**src/rtl/core/mtd_pkg.sv**
```systemverilog
// ----------------------------------------------------------------------------
// mtd_pkg
// Shared types, constants and the Morse lookup table for the text decoder.
// ----------------------------------------------------------------------------
package mtd_pkg;

    localparam int MAX_CODE_LENGTH_DEF = 9;
    localparam int QUEUE_DEPTH_DEF     = 4;

    localparam logic [2:0] WORD_GAP_RESET = 3'd3;
    localparam logic [2:0] WORD_GAP_MIN   = 3'd2;
    localparam logic [2:0] SPACE_RUN_MAX  = 3'd7;
    localparam logic [6:0] SPACE_CHAR     = 7'h20;
    localparam logic [6:0] NO_CHAR        = 7'h00;
    localparam int         TABLE_BITS     = 6;

    localparam logic [1:0] KIND_DOT   = 2'd0;
    localparam logic [1:0] KIND_DASH  = 2'd1;
    localparam logic [1:0] KIND_SPACE = 2'd2;

    typedef struct packed {
        logic [1:0] symbol_kind;
        logic       end_of_message;
    } in_item_t;

    typedef struct packed {
        logic [6:0] char_code;
        logic       last_char;
    } out_item_t;

    // One or two result items caused by one input item.
    typedef struct packed {
        logic       two;
        logic [6:0] ch_a;
        logic [6:0] ch_b;
        logic       last;
    } entry_t;

    function automatic logic [6:0] morse_lookup(input logic [3:0] len,
                                                input logic [TABLE_BITS-1:0] bits);
        logic [6:0] ch;
        ch = NO_CHAR;
        unique case ({len, bits})
            {4'd2, 6'h01}: ch = 7'h41; // A
            {4'd4, 6'h08}: ch = 7'h42;
            {4'd4, 6'h0A}: ch = 7'h43;
            {4'd3, 6'h04}: ch = 7'h44;
            {4'd1, 6'h00}: ch = 7'h45;
            {4'd4, 6'h02}: ch = 7'h46;
            {4'd3, 6'h06}: ch = 7'h47;
            {4'd4, 6'h00}: ch = 7'h48;
            {4'd2, 6'h00}: ch = 7'h49;
            {4'd4, 6'h07}: ch = 7'h4A;
            {4'd3, 6'h05}: ch = 7'h4B;
            {4'd4, 6'h04}: ch = 7'h4C;
            {4'd2, 6'h03}: ch = 7'h4D;
            {4'd2, 6'h02}: ch = 7'h4E;
            {4'd3, 6'h07}: ch = 7'h4F;
            {4'd4, 6'h06}: ch = 7'h50;
            {4'd4, 6'h0D}: ch = 7'h51;
            {4'd3, 6'h02}: ch = 7'h52;
            {4'd3, 6'h00}: ch = 7'h53;
            {4'd1, 6'h01}: ch = 7'h54;
            {4'd3, 6'h01}: ch = 7'h55;
            {4'd4, 6'h01}: ch = 7'h56;
            {4'd3, 6'h03}: ch = 7'h57;
            {4'd4, 6'h09}: ch = 7'h58;
            {4'd4, 6'h0B}: ch = 7'h59;
            {4'd4, 6'h0C}: ch = 7'h5A; // Z
            {4'd5, 6'h1F}: ch = 7'h30; // 0
            {4'd5, 6'h0F}: ch = 7'h31;
            {4'd5, 6'h07}: ch = 7'h32;
            {4'd5, 6'h03}: ch = 7'h33;
            {4'd5, 6'h01}: ch = 7'h34;
            {4'd5, 6'h00}: ch = 7'h35;
            {4'd5, 6'h10}: ch = 7'h36;
            {4'd5, 6'h18}: ch = 7'h37;
            {4'd5, 6'h1C}: ch = 7'h38;
            {4'd5, 6'h1E}: ch = 7'h39; // 9
            {4'd6, 6'h15}: ch = 7'h2E; // .
            {4'd6, 6'h33}: ch = 7'h2C; // ,
            {4'd6, 6'h0C}: ch = 7'h3F; // ?
            {4'd6, 6'h1E}: ch = 7'h27; // '
            {4'd6, 6'h2B}: ch = 7'h21; // !
            {4'd5, 6'h12}: ch = 7'h2F; // /
            {4'd5, 6'h16}: ch = 7'h28; // (
            {4'd6, 6'h2D}: ch = 7'h29; // )
            {4'd6, 6'h38}: ch = 7'h3A; // :
            {4'd6, 6'h2A}: ch = 7'h3B; // ;
            {4'd5, 6'h11}: ch = 7'h3D; // =
            {4'd6, 6'h21}: ch = 7'h2D; // -
            {4'd6, 6'h0D}: ch = 7'h5F; // _
            {4'd6, 6'h12}: ch = 7'h22; // "
            {4'd6, 6'h1A}: ch = 7'h40; // @
            default:       ch = NO_CHAR;
        endcase
        return ch;
    endfunction

endpackage

```
**src/rtl/core/morse_text_decoder.sv**
```systemverilog
// ----------------------------------------------------------------------------
// morse_text_decoder: Morse symbol stream to ASCII characters
// Takes one symbol item per cycle while the entry queue is not full. A result
// item passes through the entry queue and the two-result serializer, and one
// result item leaves per cycle while pop is held and results are waiting.
// Reset clears all decode state and sets the word gap to three spaces.
// ----------------------------------------------------------------------------
module morse_text_decoder #(
    parameter int MAX_CODE_LENGTH = mtd_pkg::MAX_CODE_LENGTH_DEF,
    parameter int QUEUE_DEPTH     = mtd_pkg::QUEUE_DEPTH_DEF
) (
    input  logic               clk,
    input  logic               rst_n,
    input  logic               push,
    output logic               full,
    input  mtd_pkg::in_item_t  symbol,
    output logic               empty,
    input  logic               pop,
    output mtd_pkg::out_item_t result,
    input  logic               cfg_valid,
    output logic               cfg_ready,
    input  logic [2:0]         cfg_data
);

    logic            wr_en;
    mtd_pkg::entry_t wr_entry;
    logic            rd_en;
    mtd_pkg::entry_t rd_entry;
    logic            queue_empty;

    assign cfg_ready = 1'b1;

    mtd_front #(
        .MAX_CODE_LENGTH(MAX_CODE_LENGTH)
    ) u_front (
        .clk       (clk),
        .rst_n     (rst_n),
        .push      (push),
        .symbol    (symbol),
        .queue_full(full),
        .cfg_valid (cfg_valid),
        .cfg_data  (cfg_data),
        .wr_en     (wr_en),
        .wr_entry  (wr_entry)
    );

    mtd_queue #(
        .DEPTH(QUEUE_DEPTH)
    ) u_queue (
        .clk     (clk),
        .rst_n   (rst_n),
        .wr_en   (wr_en),
        .wr_entry(wr_entry),
        .full    (full),
        .rd_en   (rd_en),
        .rd_entry(rd_entry),
        .empty   (queue_empty)
    );

    mtd_back u_back (
        .clk        (clk),
        .rst_n      (rst_n),
        .rd_entry   (rd_entry),
        .queue_empty(queue_empty),
        .rd_en      (rd_en),
        .pop        (pop),
        .empty      (empty),
        .result     (result)
    );

endmodule

```
**src/rtl/core/mtd_front.sv**
```systemverilog
// ----------------------------------------------------------------------------
// mtd_front
// Accepts symbols, builds the code, tracks word gaps and forms result entries.
// ----------------------------------------------------------------------------
module mtd_front #(
    parameter int MAX_CODE_LENGTH = mtd_pkg::MAX_CODE_LENGTH_DEF
) (
    input  logic              clk,
    input  logic              rst_n,
    input  logic              push,
    input  mtd_pkg::in_item_t symbol,
    input  logic              queue_full,
    input  logic              cfg_valid,
    input  logic [2:0]        cfg_data,
    output logic              wr_en,
    output mtd_pkg::entry_t   wr_entry
);

    localparam logic [3:0] MAX_LEN = 4'(MAX_CODE_LENGTH);

    logic [MAX_CODE_LENGTH-1:0] code_bits_reg, code_bits_next;
    logic [3:0]                 code_length_reg, code_length_next;
    logic                       code_overflow_reg, code_overflow_next;
    logic [2:0]                 space_run_reg, space_run_next;
    logic                       gap_pending_reg, gap_pending_next;
    logic                       word_seen_reg, word_seen_next;
    logic [2:0]                 word_gap_reg;

    logic                       accept;
    logic                       is_mark;
    logic                       is_space;
    logic [2:0]                 gap_eff;
    logic [MAX_CODE_LENGTH-1:0] lk_bits;
    logic [3:0]                 lk_len;
    logic                       lk_ovf;
    logic [6:0]                 ch;
    logic                       space_emit;
    logic                       letter_emit;

    assign accept   = push && !queue_full;
    assign is_mark  = (symbol.symbol_kind == mtd_pkg::KIND_DOT) ||
                      (symbol.symbol_kind == mtd_pkg::KIND_DASH);
    assign is_space = (symbol.symbol_kind == mtd_pkg::KIND_SPACE);
    assign gap_eff  = (word_gap_reg < mtd_pkg::WORD_GAP_MIN) ? mtd_pkg::WORD_GAP_MIN
                                                             : word_gap_reg;

    always_comb
    begin
        code_bits_next     = code_bits_reg;
        code_length_next   = code_length_reg;
        code_overflow_next = code_overflow_reg;
        space_run_next     = space_run_reg;
        gap_pending_next   = gap_pending_reg;
        word_seen_next     = word_seen_reg;

        if (is_mark)
        begin
            if (code_length_reg < MAX_LEN)
            begin
                code_bits_next   = {code_bits_reg[MAX_CODE_LENGTH-2:0],
                                    symbol.symbol_kind[0]};
                code_length_next = code_length_reg + 4'd1;
            end
            else
            begin
                code_overflow_next = 1'b1;
            end
        end

        // Space decodes the letter in hand; otherwise end of message sees the updated code.
        lk_bits = is_space ? code_bits_reg     : code_bits_next;
        lk_len  = is_space ? code_length_reg   : code_length_next;
        lk_ovf  = is_space ? code_overflow_reg : code_overflow_next;
        ch = (lk_ovf || (lk_len == 4'd0)) ? mtd_pkg::NO_CHAR
                : mtd_pkg::morse_lookup(lk_len, lk_bits[mtd_pkg::TABLE_BITS-1:0]);

        space_emit  = is_mark && gap_pending_reg;
        letter_emit = (ch != mtd_pkg::NO_CHAR) && (is_space || symbol.end_of_message);

        if (is_mark)
        begin
            gap_pending_next = 1'b0;
            space_run_next   = 3'd0;
        end
        else if (is_space)
        begin
            code_bits_next     = '0;
            code_length_next   = 4'd0;
            code_overflow_next = 1'b0;
            if (ch != mtd_pkg::NO_CHAR)
            begin
                word_seen_next = 1'b1;
            end
            if (space_run_reg < mtd_pkg::SPACE_RUN_MAX)
            begin
                space_run_next = space_run_reg + 3'd1;
            end
            if ((space_run_next >= gap_eff) && word_seen_next)
            begin
                gap_pending_next = 1'b1;
            end
        end

        if (symbol.end_of_message)
        begin
            code_bits_next     = '0;
            code_length_next   = 4'd0;
            code_overflow_next = 1'b0;
            space_run_next     = 3'd0;
            gap_pending_next   = 1'b0;
            word_seen_next     = 1'b0;
        end

        wr_en         = accept && (space_emit || letter_emit);
        wr_entry.two  = space_emit && letter_emit;
        wr_entry.ch_a = space_emit ? mtd_pkg::SPACE_CHAR : ch;
        wr_entry.ch_b = ch;
        wr_entry.last = symbol.end_of_message;
    end

    always_ff @(posedge clk or negedge rst_n)
    begin
        if (!rst_n)
        begin
            code_bits_reg     <= '0;
            code_length_reg   <= 4'd0;
            code_overflow_reg <= 1'b0;
            space_run_reg     <= 3'd0;
            gap_pending_reg   <= 1'b0;
            word_seen_reg     <= 1'b0;
            word_gap_reg      <= mtd_pkg::WORD_GAP_RESET;
        end
        else
        begin
            if (accept)
            begin
                code_bits_reg     <= code_bits_next;
                code_length_reg   <= code_length_next;
                code_overflow_reg <= code_overflow_next;
                space_run_reg     <= space_run_next;
                gap_pending_reg   <= gap_pending_next;
                word_seen_reg     <= word_seen_next;
            end
            if (cfg_valid)
            begin
                word_gap_reg <= cfg_data;
            end
        end
    end

endmodule

```
**src/rtl/core/mtd_queue.sv**
```systemverilog
// ----------------------------------------------------------------------------
// mtd_queue
// Short entry queue between the front and back parts.
// ----------------------------------------------------------------------------
module mtd_queue #(
    parameter int DEPTH = mtd_pkg::QUEUE_DEPTH_DEF
) (
    input  logic            clk,
    input  logic            rst_n,
    input  logic            wr_en,
    input  mtd_pkg::entry_t wr_entry,
    output logic            full,
    input  logic            rd_en,
    output mtd_pkg::entry_t rd_entry,
    output logic            empty
);

    localparam int PW = (DEPTH > 1) ? $clog2(DEPTH) : 1;
    localparam int CW = $clog2(DEPTH + 1);

    mtd_pkg::entry_t mem [DEPTH];
    logic [PW-1:0]   wr_ptr_reg, rd_ptr_reg;
    logic [CW-1:0]   count_reg, count_next;
    logic            do_wr, do_rd;

    assign full     = (count_reg == CW'(DEPTH));
    assign empty    = (count_reg == '0);
    assign do_wr    = wr_en && !full;
    assign do_rd    = rd_en && !empty;
    assign rd_entry = mem[rd_ptr_reg];

    always_comb
    begin
        count_next = count_reg;
        if (do_wr && !do_rd)
        begin
            count_next = count_reg + CW'(1);
        end
        else if (do_rd && !do_wr)
        begin
            count_next = count_reg - CW'(1);
        end
    end

    always_ff @(posedge clk)
    begin
        if (do_wr)
        begin
            mem[wr_ptr_reg] <= wr_entry;
        end
    end

    always_ff @(posedge clk or negedge rst_n)
    begin
        if (!rst_n)
        begin
            wr_ptr_reg <= '0;
            rd_ptr_reg <= '0;
            count_reg  <= '0;
        end
        else
        begin
            count_reg <= count_next;
            if (do_wr)
            begin
                wr_ptr_reg <= (wr_ptr_reg == PW'(DEPTH - 1)) ? '0 : wr_ptr_reg + PW'(1);
            end
            if (do_rd)
            begin
                rd_ptr_reg <= (rd_ptr_reg == PW'(DEPTH - 1)) ? '0 : rd_ptr_reg + PW'(1);
            end
        end
    end

endmodule

```
**src/rtl/core/mtd_back.sv**
```systemverilog
// ----------------------------------------------------------------------------
// mtd_back
// Holds one entry and hands out its one or two result items in order.
// ----------------------------------------------------------------------------
module mtd_back (
    input  logic               clk,
    input  logic               rst_n,
    input  mtd_pkg::entry_t    rd_entry,
    input  logic               queue_empty,
    output logic               rd_en,
    input  logic               pop,
    output logic               empty,
    output mtd_pkg::out_item_t result
);

    mtd_pkg::entry_t entry_reg;
    logic            entry_valid_reg;
    logic            phase_reg;
    logic            done_entry;
    logic            take;

    assign done_entry       = phase_reg || !entry_reg.two;
    assign take             = !entry_valid_reg || (pop && done_entry);
    assign rd_en            = take && !queue_empty;
    assign empty            = !entry_valid_reg;
    assign result.char_code = phase_reg ? entry_reg.ch_b : entry_reg.ch_a;
    assign result.last_char = entry_reg.last && done_entry;

    always_ff @(posedge clk)
    begin
        if (rd_en)
        begin
            entry_reg <= rd_entry;
        end
    end

    always_ff @(posedge clk or negedge rst_n)
    begin
        if (!rst_n)
        begin
            entry_valid_reg <= 1'b0;
            phase_reg       <= 1'b0;
        end
        else if (take)
        begin
            entry_valid_reg <= !queue_empty;
            phase_reg       <= 1'b0;
        end
        else if (pop)
        begin
            phase_reg <= 1'b1;
        end
    end

endmodule
```
**config.mk**
```make
export PLATFORM = sky130hd
export DESIGN_NAME = morse_text_decoder
export DESIGN_NICKNAME = d
export VERILOG_FILES = /design/src/rtl/core/mtd_pkg.sv /design/src/rtl/core/morse_text_decoder.sv /design/src/rtl/core/mtd_front.sv /design/src/rtl/core/mtd_queue.sv /design/src/rtl/core/mtd_back.sv
export SDC_FILE = /design/constraint.sdc
export NUM_CORES = 1
export LEC_CHECK = 0
export ABC_AREA = 1
export BUFFER_PORTS_ARGS = -buffer_cell sky130_fd_sc_hd__buf_2
export CELL_PAD_IN_SITES_DETAIL_PLACEMENT = 1
export CELL_PAD_IN_SITES_GLOBAL_PLACEMENT = 1
export CORE_ASPECT_RATIO = 0.75
export CORE_MARGIN = 10
export CORE_UTILIZATION = 42
export CTS_BUF_LIST = sky130_fd_sc_hd__clkbuf_4
export CTS_CLUSTER_DIAMETER = 30
export DETAILED_ROUTE_END_ITERATION = 16
export PLACE_DENSITY = 0.71
export SYNTH_ARGS = -nofsm -noshare
export SYNTH_HDL_FRONTEND = slang
export SYNTH_SLANG_ARGS = --single-unit
```
**constraint.sdc**
```tcl
create_clock -name clk -period 6.3 [get_ports clk]
set_clock_uncertainty 0.1 [all_clocks]
set_input_delay 0.945 -clock clk [delete_from_list [all_inputs] [get_ports clk]]
set_output_delay 0.945 -clock clk [all_outputs]
set_load 0.01 [all_outputs]
```
# [Word-level counts from Yosys, hierarchy flattened]
# Memories as Yosys holds them, arrays and structs flattened. A register that Yosys moved wholly into a read port is not among the register bits.
# Cells that the tools add are included.
[op_classes] n_eq_ne=57 order_cmp=4 n_reduce_logical=37 mux=47 n_addsub=6
[ops] operator="equality test 10 x 9 -> 1 bit (second input constant)" count=37
[ops] operator="one-hot mux 7 bit (51 select lines)" count=1
[ops] operator="equality test 10 x 8 -> 1 bit (second input constant)" count=12
[ops] operator="2-to-1 mux 9 bit" count=5
[ops] operator="2-to-1 mux 3 bit" count=9
[ops] operator="2-to-1 mux 4 bit" count=6
[ops] operator="2-to-1 mux 7 bit" count=3
[ops] operator="equality test 10 x 7 -> 1 bit (second input constant)" count=2
[ops] operator="2-to-1 mux 1 bit" count=20
[ops] operator="logical AND 1 bit" count=13
[ops] operator="nonzero test 7 bit" count=1
[ops] operator="adder 3 x 1 -> 3 bit (second input constant)" count=2
[ops] operator="equality test 2 bit (second input constant)" count=3
[ops] operator="zero test 1 bit" count=6
[ops] operator="logical OR 1 bit" count=6
[ops] operator="2-to-1 mux 6 bit" count=1
[ops] operator="AND reduction 3 bit" count=2
[ops] operator="nonzero test 2 bit" count=3
[ops] operator="nonzero test 3 bit" count=2
[ops] operator="adder 2 x 1 -> 2 bit (second input constant)" count=2
[ops] operator="adder 4 x 1 -> 4 bit (second input constant)" count=1
[ops] operator="zero test 4 bit" count=1
[ops] operator="< comparator 4 bit (second input constant)" count=1
[ops] operator="2-to-1 mux 2 bit" count=2
[ops] operator="10 further kinds" count=10
[word_totals] register_bits=31 ramBits=64 output_inout_bits=11 in_bits=11 mem_count=1 elab_cells=164
[memory_table] name="u_queue.mem" words=4 width=16 read_ports=1 rd_clocked_by_memory_dff=1 write_ports=1 line="mtd_queue.sv:21" source="mtd_pkg::entry_t mem [DEPTH];"

# [Longest topological paths before layout]
[depth] depth_word=16 ltp_mapped=28 mapped_depth_nobuf=28

# [Modules after synthesis]
# A second synthesis with hierarchy kept.
[unflattened] hier_cells=704 hier_area_um2=6328.6
[by_module_without_submodules] module="mtd_queue" instances=1 seq_area_each_um2=2097.0 cells_each=247 area_each_um2=3243.1
[by_module_without_submodules] module="mtd_front" instances=1 seq_area_each_um2=478.0 cells_each=405 area_each_um2=2379.8
[by_module_without_submodules] module="mtd_back" instances=1 seq_area_each_um2=530.5 cells_each=50 area_each_um2=694.4
[by_module_without_submodules] module="morse_text_decoder" instances=1 seq_area_each_um2=0.0 cells_each=2 area_each_um2=11.3

# [Worst setup path before layout]
# OpenSTA, ideal clock, no wires.
[synth_timing] path_kind="input -> register" start="input symbol[2] (netlist bit)" end="register u_queue.count_reg[2]" setup_time_ps=131 path_buffers=1 t_required_ps=6069 stages=24 arrival_ps=3434 slack_ps=2635 cell_sequence="inv_2 -> buf_6 -> nand3_1 -> nand2_1 -> nand2_2 -> nor2_2 -> inv_2 -> nand2_1 -> nand2_1 -> nand2_1 -> inv_1 -> nand3b_1 -> nor2_2 -> nand2_2 -> nand3_2 -> nand2_2 -> nand2_4 -> inv_1 -> ha_1 -> inv_1 -> fa_1 -> a21oi_1 -> o21ai_0 -> xor2_1"
[synth_between] elab_chain_cells=15 word_cells_on_any_way=77 classes_between="53 x eq/ne; 9 x mux; 15 x reduce/logical"
[synth_rtl] element="from (decl)" line="morse_text_decoder.sv:16" source="input mtd_pkg::in_item_t symbol,"
[synth_rtl] element="equality test 2 x 1 -> 1 bit / zero test 2 bit (equally long branches)" line="mtd_front.sv:42, mtd_front.sv:41"
[synth_rtl] element="logical OR 1 bit" line="mtd_front.sv:41" source="assign is_mark = (symbol.symbol_kind == mtd_pkg::KIND_DOT) ||"
[synth_rtl] element="2-to-1 mux 9 bit / 2-to-1 mux 4 bit (equally long branches)" line="mtd_front.sv:56" source="if (is_mark)"
[synth_rtl] element="2-to-1 mux 6 bit / 2-to-1 mux 4 bit (equally long branches)" line="mtd_front.sv:71, mtd_front.sv:72"
[synth_rtl] element="equality test 10 x 9 -> 1 bit (tied with other cells)" line="mtd_pkg.sv:43" source="unique case ({len, bits})"
[synth_rtl] element="one-hot mux 7 bit (51 select lines) / logical OR 1 bit (equally long branches)" line="mtd_pkg.sv:43, mtd_front.sv:74"
[synth_rtl] element="2-to-1 mux 7 bit" line="mtd_front.sv:74" source="ch = (lk_ovf || (lk_len == 4'd0)) ? mtd_pkg::NO_CHAR"
[synth_rtl] element="nonzero test 7 bit" line="mtd_front.sv:78" source="letter_emit = (ch != mtd_pkg::NO_CHAR) && (is_space || symbol.end_of_message);"
[synth_rtl] element="logical AND 1 bit" line="mtd_front.sv:78"
[synth_rtl] element="logical OR 1 bit (*)" line="mtd_front.sv:114" source="wr_en = accept && (space_emit || letter_emit);"
[synth_rtl] element="logical AND 1 bit (*)" line="mtd_front.sv:114"
[synth_rtl] element="logical AND 1 bit (*)" line="mtd_queue.sv:28" source="assign do_wr = wr_en && !full;"
[synth_rtl] element="via u_queue.do_wr" line="mtd_queue.sv:24" source="logic do_wr, do_rd;"
[synth_rtl] element="zero test 1 bit" line="mtd_queue.sv:39" source="else if (do_rd && !do_wr)"
[synth_rtl] element="logical AND 1 bit" line="mtd_queue.sv:39"
[synth_rtl] element="nonzero test 2 bit (no source line)"
[synth_rtl] element="to (signal assigned)" line="mtd_queue.sv:63" source="count_reg <= count_next;"
[synth_rtl] element="to (decl)" line="mtd_queue.sv:23" source="logic [CW-1:0] count_reg, count_next;"
# The timed path passes the listed nets; every way through them passes the cells marked *.
# A chain may end at the register's enable or synchronous reset.

# [Worst setup path after layout]
[layout_timing] start="register u_front.code_length_reg[1]" end="register u_queue.count_reg[2]"
[layout_between] elab_chain_cells=15 word_cells_on_any_way=76 classes_between="1 x add/sub; 1 x order compare; 51 x eq/ne; 12 x mux; 11 x reduce/logical"
[layout_rtl] element="from (decl)" line="mtd_front.sv:22" source="logic [3:0] code_length_reg, code_length_next;"
[layout_rtl] element="from (signal assigned)" line="mtd_front.sv:138" source="code_length_reg <= code_length_next;"
[layout_rtl] element="adder 4 x 1 -> 4 bit / < comparator 4 bit (equally long branches)" line="mtd_front.sv:62, mtd_front.sv:58"
[layout_rtl] element="2-to-1 mux 4 bit / 2-to-1 mux 9 bit (equally long branches)" line="mtd_front.sv:58" source="if (code_length_reg < MAX_LEN)"
[layout_rtl] element="2-to-1 mux 4 bit / 2-to-1 mux 9 bit (equally long branches)" line="mtd_front.sv:56"
[layout_rtl] element="2-to-1 mux 4 bit / 2-to-1 mux 6 bit (equally long branches)" line="mtd_front.sv:72, mtd_front.sv:71"
[layout_rtl] element="equality test 10 x 9 -> 1 bit (tied with other cells)" line="mtd_pkg.sv:43"
[layout_rtl] element="one-hot mux 7 bit (51 select lines) / logical OR 1 bit (equally long branches)" line="mtd_pkg.sv:43, mtd_front.sv:74"
[layout_rtl] element="2-to-1 mux 7 bit (*)" line="mtd_front.sv:74"
[layout_rtl] element="nonzero test 7 bit (*)" line="mtd_front.sv:78"
[layout_rtl] element="logical AND 1 bit (*)" line="mtd_front.sv:78"
[layout_rtl] element="logical OR 1 bit (*)" line="mtd_front.sv:114"
[layout_rtl] element="logical AND 1 bit (*)" line="mtd_front.sv:114"
[layout_rtl] element="logical AND 1 bit (*)" line="mtd_queue.sv:28"
[layout_rtl] element="via u_queue.do_wr" line="mtd_queue.sv:24"
[layout_rtl] element="zero test 1 bit" line="mtd_queue.sv:39"
[layout_rtl] element="logical AND 1 bit" line="mtd_queue.sv:39"
[layout_rtl] element="nonzero test 2 bit (no source line)"
# Marks and branches as above.

==> metrics.cfg <==
[timing]
tightest_slew_ps = 1000
tns_ps = 0
drv_slew = 0
fin_ws_ps = 2040
holdWs_ps = 348
fin_crit_sh_pct = 67.6
finalSetupViolations = 0
hold_violations = 0
slew-limit-headroom_pct = 33.2
max_freq_mhz = 235
rsz0062_at_grt = false
min_period_ps = 4260

[floorplanning]
die_w_um = 156
rows = 37
dieArea_um2 = 19100
start_util_pct = 42.8
die_y_um = 122
io_pins = 22
coreArea_um2 = 13700

[status]
status = finished clean

[cells_and_area]
largest_reg_flops = 64
fillers = 1646
register_area_um2 = 3110
syn_to_final_growth_pct = 6.34
stdcell_count = 850
nets = 693
final_area_um2 = 6230
multi_input_comb_area_um2 = 2380
drive_gt1_share_pct = 15.9

[clock_tree]
cts_hold_buf = 0
h-tree-depth = 3
ctsResizeCount = 0
cts_root_buf = clkbuf_4
cts_sinks = 108
cts_buffer_depth = 2
cts_buffers = 9
cts_tree = done
clkSlewWorstSetupHoldPaths_ps = 170
postCtsSetupRepairBufs = 0
insertion_delay_ps = 500

[placed_design]
place_ws_ps = 1640
gp_congestion = 1.03
io_buffer_count = 20
hpwl_mm = 11.2
dp_cells = 833
placed_area_um2 = 6080

[synthesis]
ys_seq_area_share_pct = 53.0
yosysWarnings = 0
yosysUniqueCellTypes = 43
yosys.area.top_type = edfxtp_1
synth_area_um2 = 5860
synth_area_leaders = edfxtp_1 (41%), dfrtp_1 (11%), nand2_1 (8.7%)
syn_avg_cell_area_um2 = 8.97
synth_nets = 677
synth-seq-cells = 108
synth_top_area_share_pct = 41.0
syn_inst = 653

[worst_setup_path]
worst_path_most_repeated_cell = inv_1
crit_path_start_kind = flop
max_stage_delay_ps = 470
slowest_stage = dfrtp_1
worstPathCellList = inv_1 -> ha_1 -> nand2_4 -> nand2_8 -> nand3_1 -> nand2_1 -> nand3_2 -> inv_2 -> nand3_1 -> a21oi_1 -> nor2_1 -> nand3b_1 -> nor2_2 -> nand2_2 -> nand3_2 -> nand2_2 -> nand2_4 -> inv_1 -> ha_1 -> inv_1 -> fa_1 -> a21oi_1 -> o21ai_0 -> xor2_1
worstPathBufferInverterCount = 4
crit_start = u_front.code_length_reg[1]$_DFFE_PN0P_
cp.arrival_ps = 4560
critPathKind = reg -> reg
crit_fanout = 23
worst_ep_required_time_ps = 6600
cpLargestDelayFamily = simple AND/OR/NAND/NOR gates
rr_startpoint = u_front.code_length_reg[1]$_DFFE_PN0P_
critPathCaptureType = flop

[detailed_routing]
wl_per_cell_um = 18.3
drc_errors = 0
first_pass_iters = 5
vias_per_cell = 5.46
ant_nets = 0
drt-initial-drc-count = 436
num_vias = 4645
wl_mm = 15.5

[global_route]
grt_max_degree = 36
antenna_found_initial = 1
grt_overflow = 0
grt_pass1_wl_mm = 25.5
grt_pass1_vias = 4677
gr-usage-all-layers_pct = 16.9

[worst_hold_path]
hp-class = in -> async

[power]
irDropWorstVdd_uv = 120
p_leak_nw = 2.71
p_per_area_nw_per_um2 = 348

[flow_run]
drv_cap = 0

-- final cells by class --
class,count,share of cell area (%)
Inverter,71,4.28
Sequential cell,108,49.8
Multi-Input combinational cell,457,38.1
Antenna cell,1,0.0402
Clock inverter,6,1.12
Tap cell,175,3.51
Timing Repair Buffer,22,1.85
Clock buffer,10,1.21
-- cells in the mapped netlist, drive strengths merged --
library cell,n
a21boi,2
a21oi,10
a311oi,1
a31oi,1
a41oi,1
buf,8
clkbuf,9
clkinv,1
conb,1
dfrtp,26
dfstp,2
edfxtp,80
fa,1
ha,12
inv,70
mux2,1
nand2,165
nand3,51
nand3b,3
nand4,11
nor2,103
nor3,9
nor4,3
o21a,1
o21ai,50
o22ai,26
o31ai,1
o41ai,1
or2,1
xnor2,1
xor2,1
-- logic make-up after synthesis --
kind of cell | after synthesis | synth area share [%]
AOI/OAI and AO/OA | 94 | 8.97
DFF | 108 | 53.0
adders and majority gates | 13 | 2.90
xor gates and xnor gates | 2 | 0.299
other | 1 | 0.0640
muxes | 1 | 0.192
buffers and inverters | 88 | 6.43
and+or+nand+nor | 346 | 28.1
-- power by group --
group | total (mW) | internal [mW] | switching [mW]
clock | 0.374 | 0.130 | 0.244
combinational | 0.785 | 0.242 | 0.542
sequential | 1.01 | 0.925 | 0.0841
-- worst reg2reg max path, stage by stage, from the launching register on --
cell and delay (ps):
dfrtp_1 470, inv_1 120, ha_1 210, nand2_4 80, nand2_8 140, nand3_1 90, nand2_1 120, nand3_2 180
inv_2 340, nand3_1 250, a21oi_1 260, nor2_1 90, nand3b_1 100, nor2_2 60, nand2_2 80, nand3_2 70
nand2_2 130, nand2_4 100, inv_1 110, ha_1 140, inv_1 70, fa_1 400, a21oi_1 170, o21ai_0 120
xor2_1 160
-- layer usage --
layer / track usage (%) / share of wire (%) / up-vias / routed length [um]
met5: 0 / 0 / - / 0
met4: 3.18 / 0.64 / 0 / 100
met3: 4.58 / 5.8 / 8 / 894
met2: 25.9 / 45 / 125 / 6990
met1: 23.7 / 49 / 2281 / 7530
li1: - / - / 2231 / -
-- final timing paths --
kind                                                          end  slack [ps]  cells past startpoint
setup reg to reg                 u_queue.count_reg[2]$_DFFE_PN0P_        2040                     24
min in group clk              u_front.word_gap_reg[0]$_DFFE_PN1P_         420                      2
setup / recovery                 u_queue.count_reg[2]$_DFFE_PN0P_        2040                     24
max in group asynchronous  u_front.code_length_reg[0]$_DFFE_PN0P_        5300                      1
hold reg to reg               u_front.word_gap_reg[0]$_DFFE_PN1P_         420                      2
hold / removal               u_front.code_bits_reg[0]$_DFFE_PN0P_         350                      1
-- placed cells by master (no fill, tap or decap), types with 2 or more instances in the layout --
cell      instances
nand2_1         136
nand2_4           5
o21ai_1           4
ha_1             12
buf_4             2
nand3_2           3
o21ai_0          46
edfxtp_1         80
clkbuf_4         10
nand3_1          48
o22ai_1          26
nor4_1            3
buf_2            20
inv_2            11
dfrtp_1          26
nor2_4            6
dfstp_2           2
nor2_1           81
inv_6             3
inv_1            59
nor2_2           16
nand2_8           2
nand3b_1          3
nand2_2          22
nand4_1          11
a21oi_1          10
a21boi_0          2
nor3_1            9
-- stage by stage --
step	util, %	total power [mW]
global route	45.5	2.33
finish	45.5	2.17
floorplan	-	1.55
detailed placement	44.4	1.81
global placement	44.4	1.77
CTS	45.4	2.19
Power figures use the tool's default switching activity.
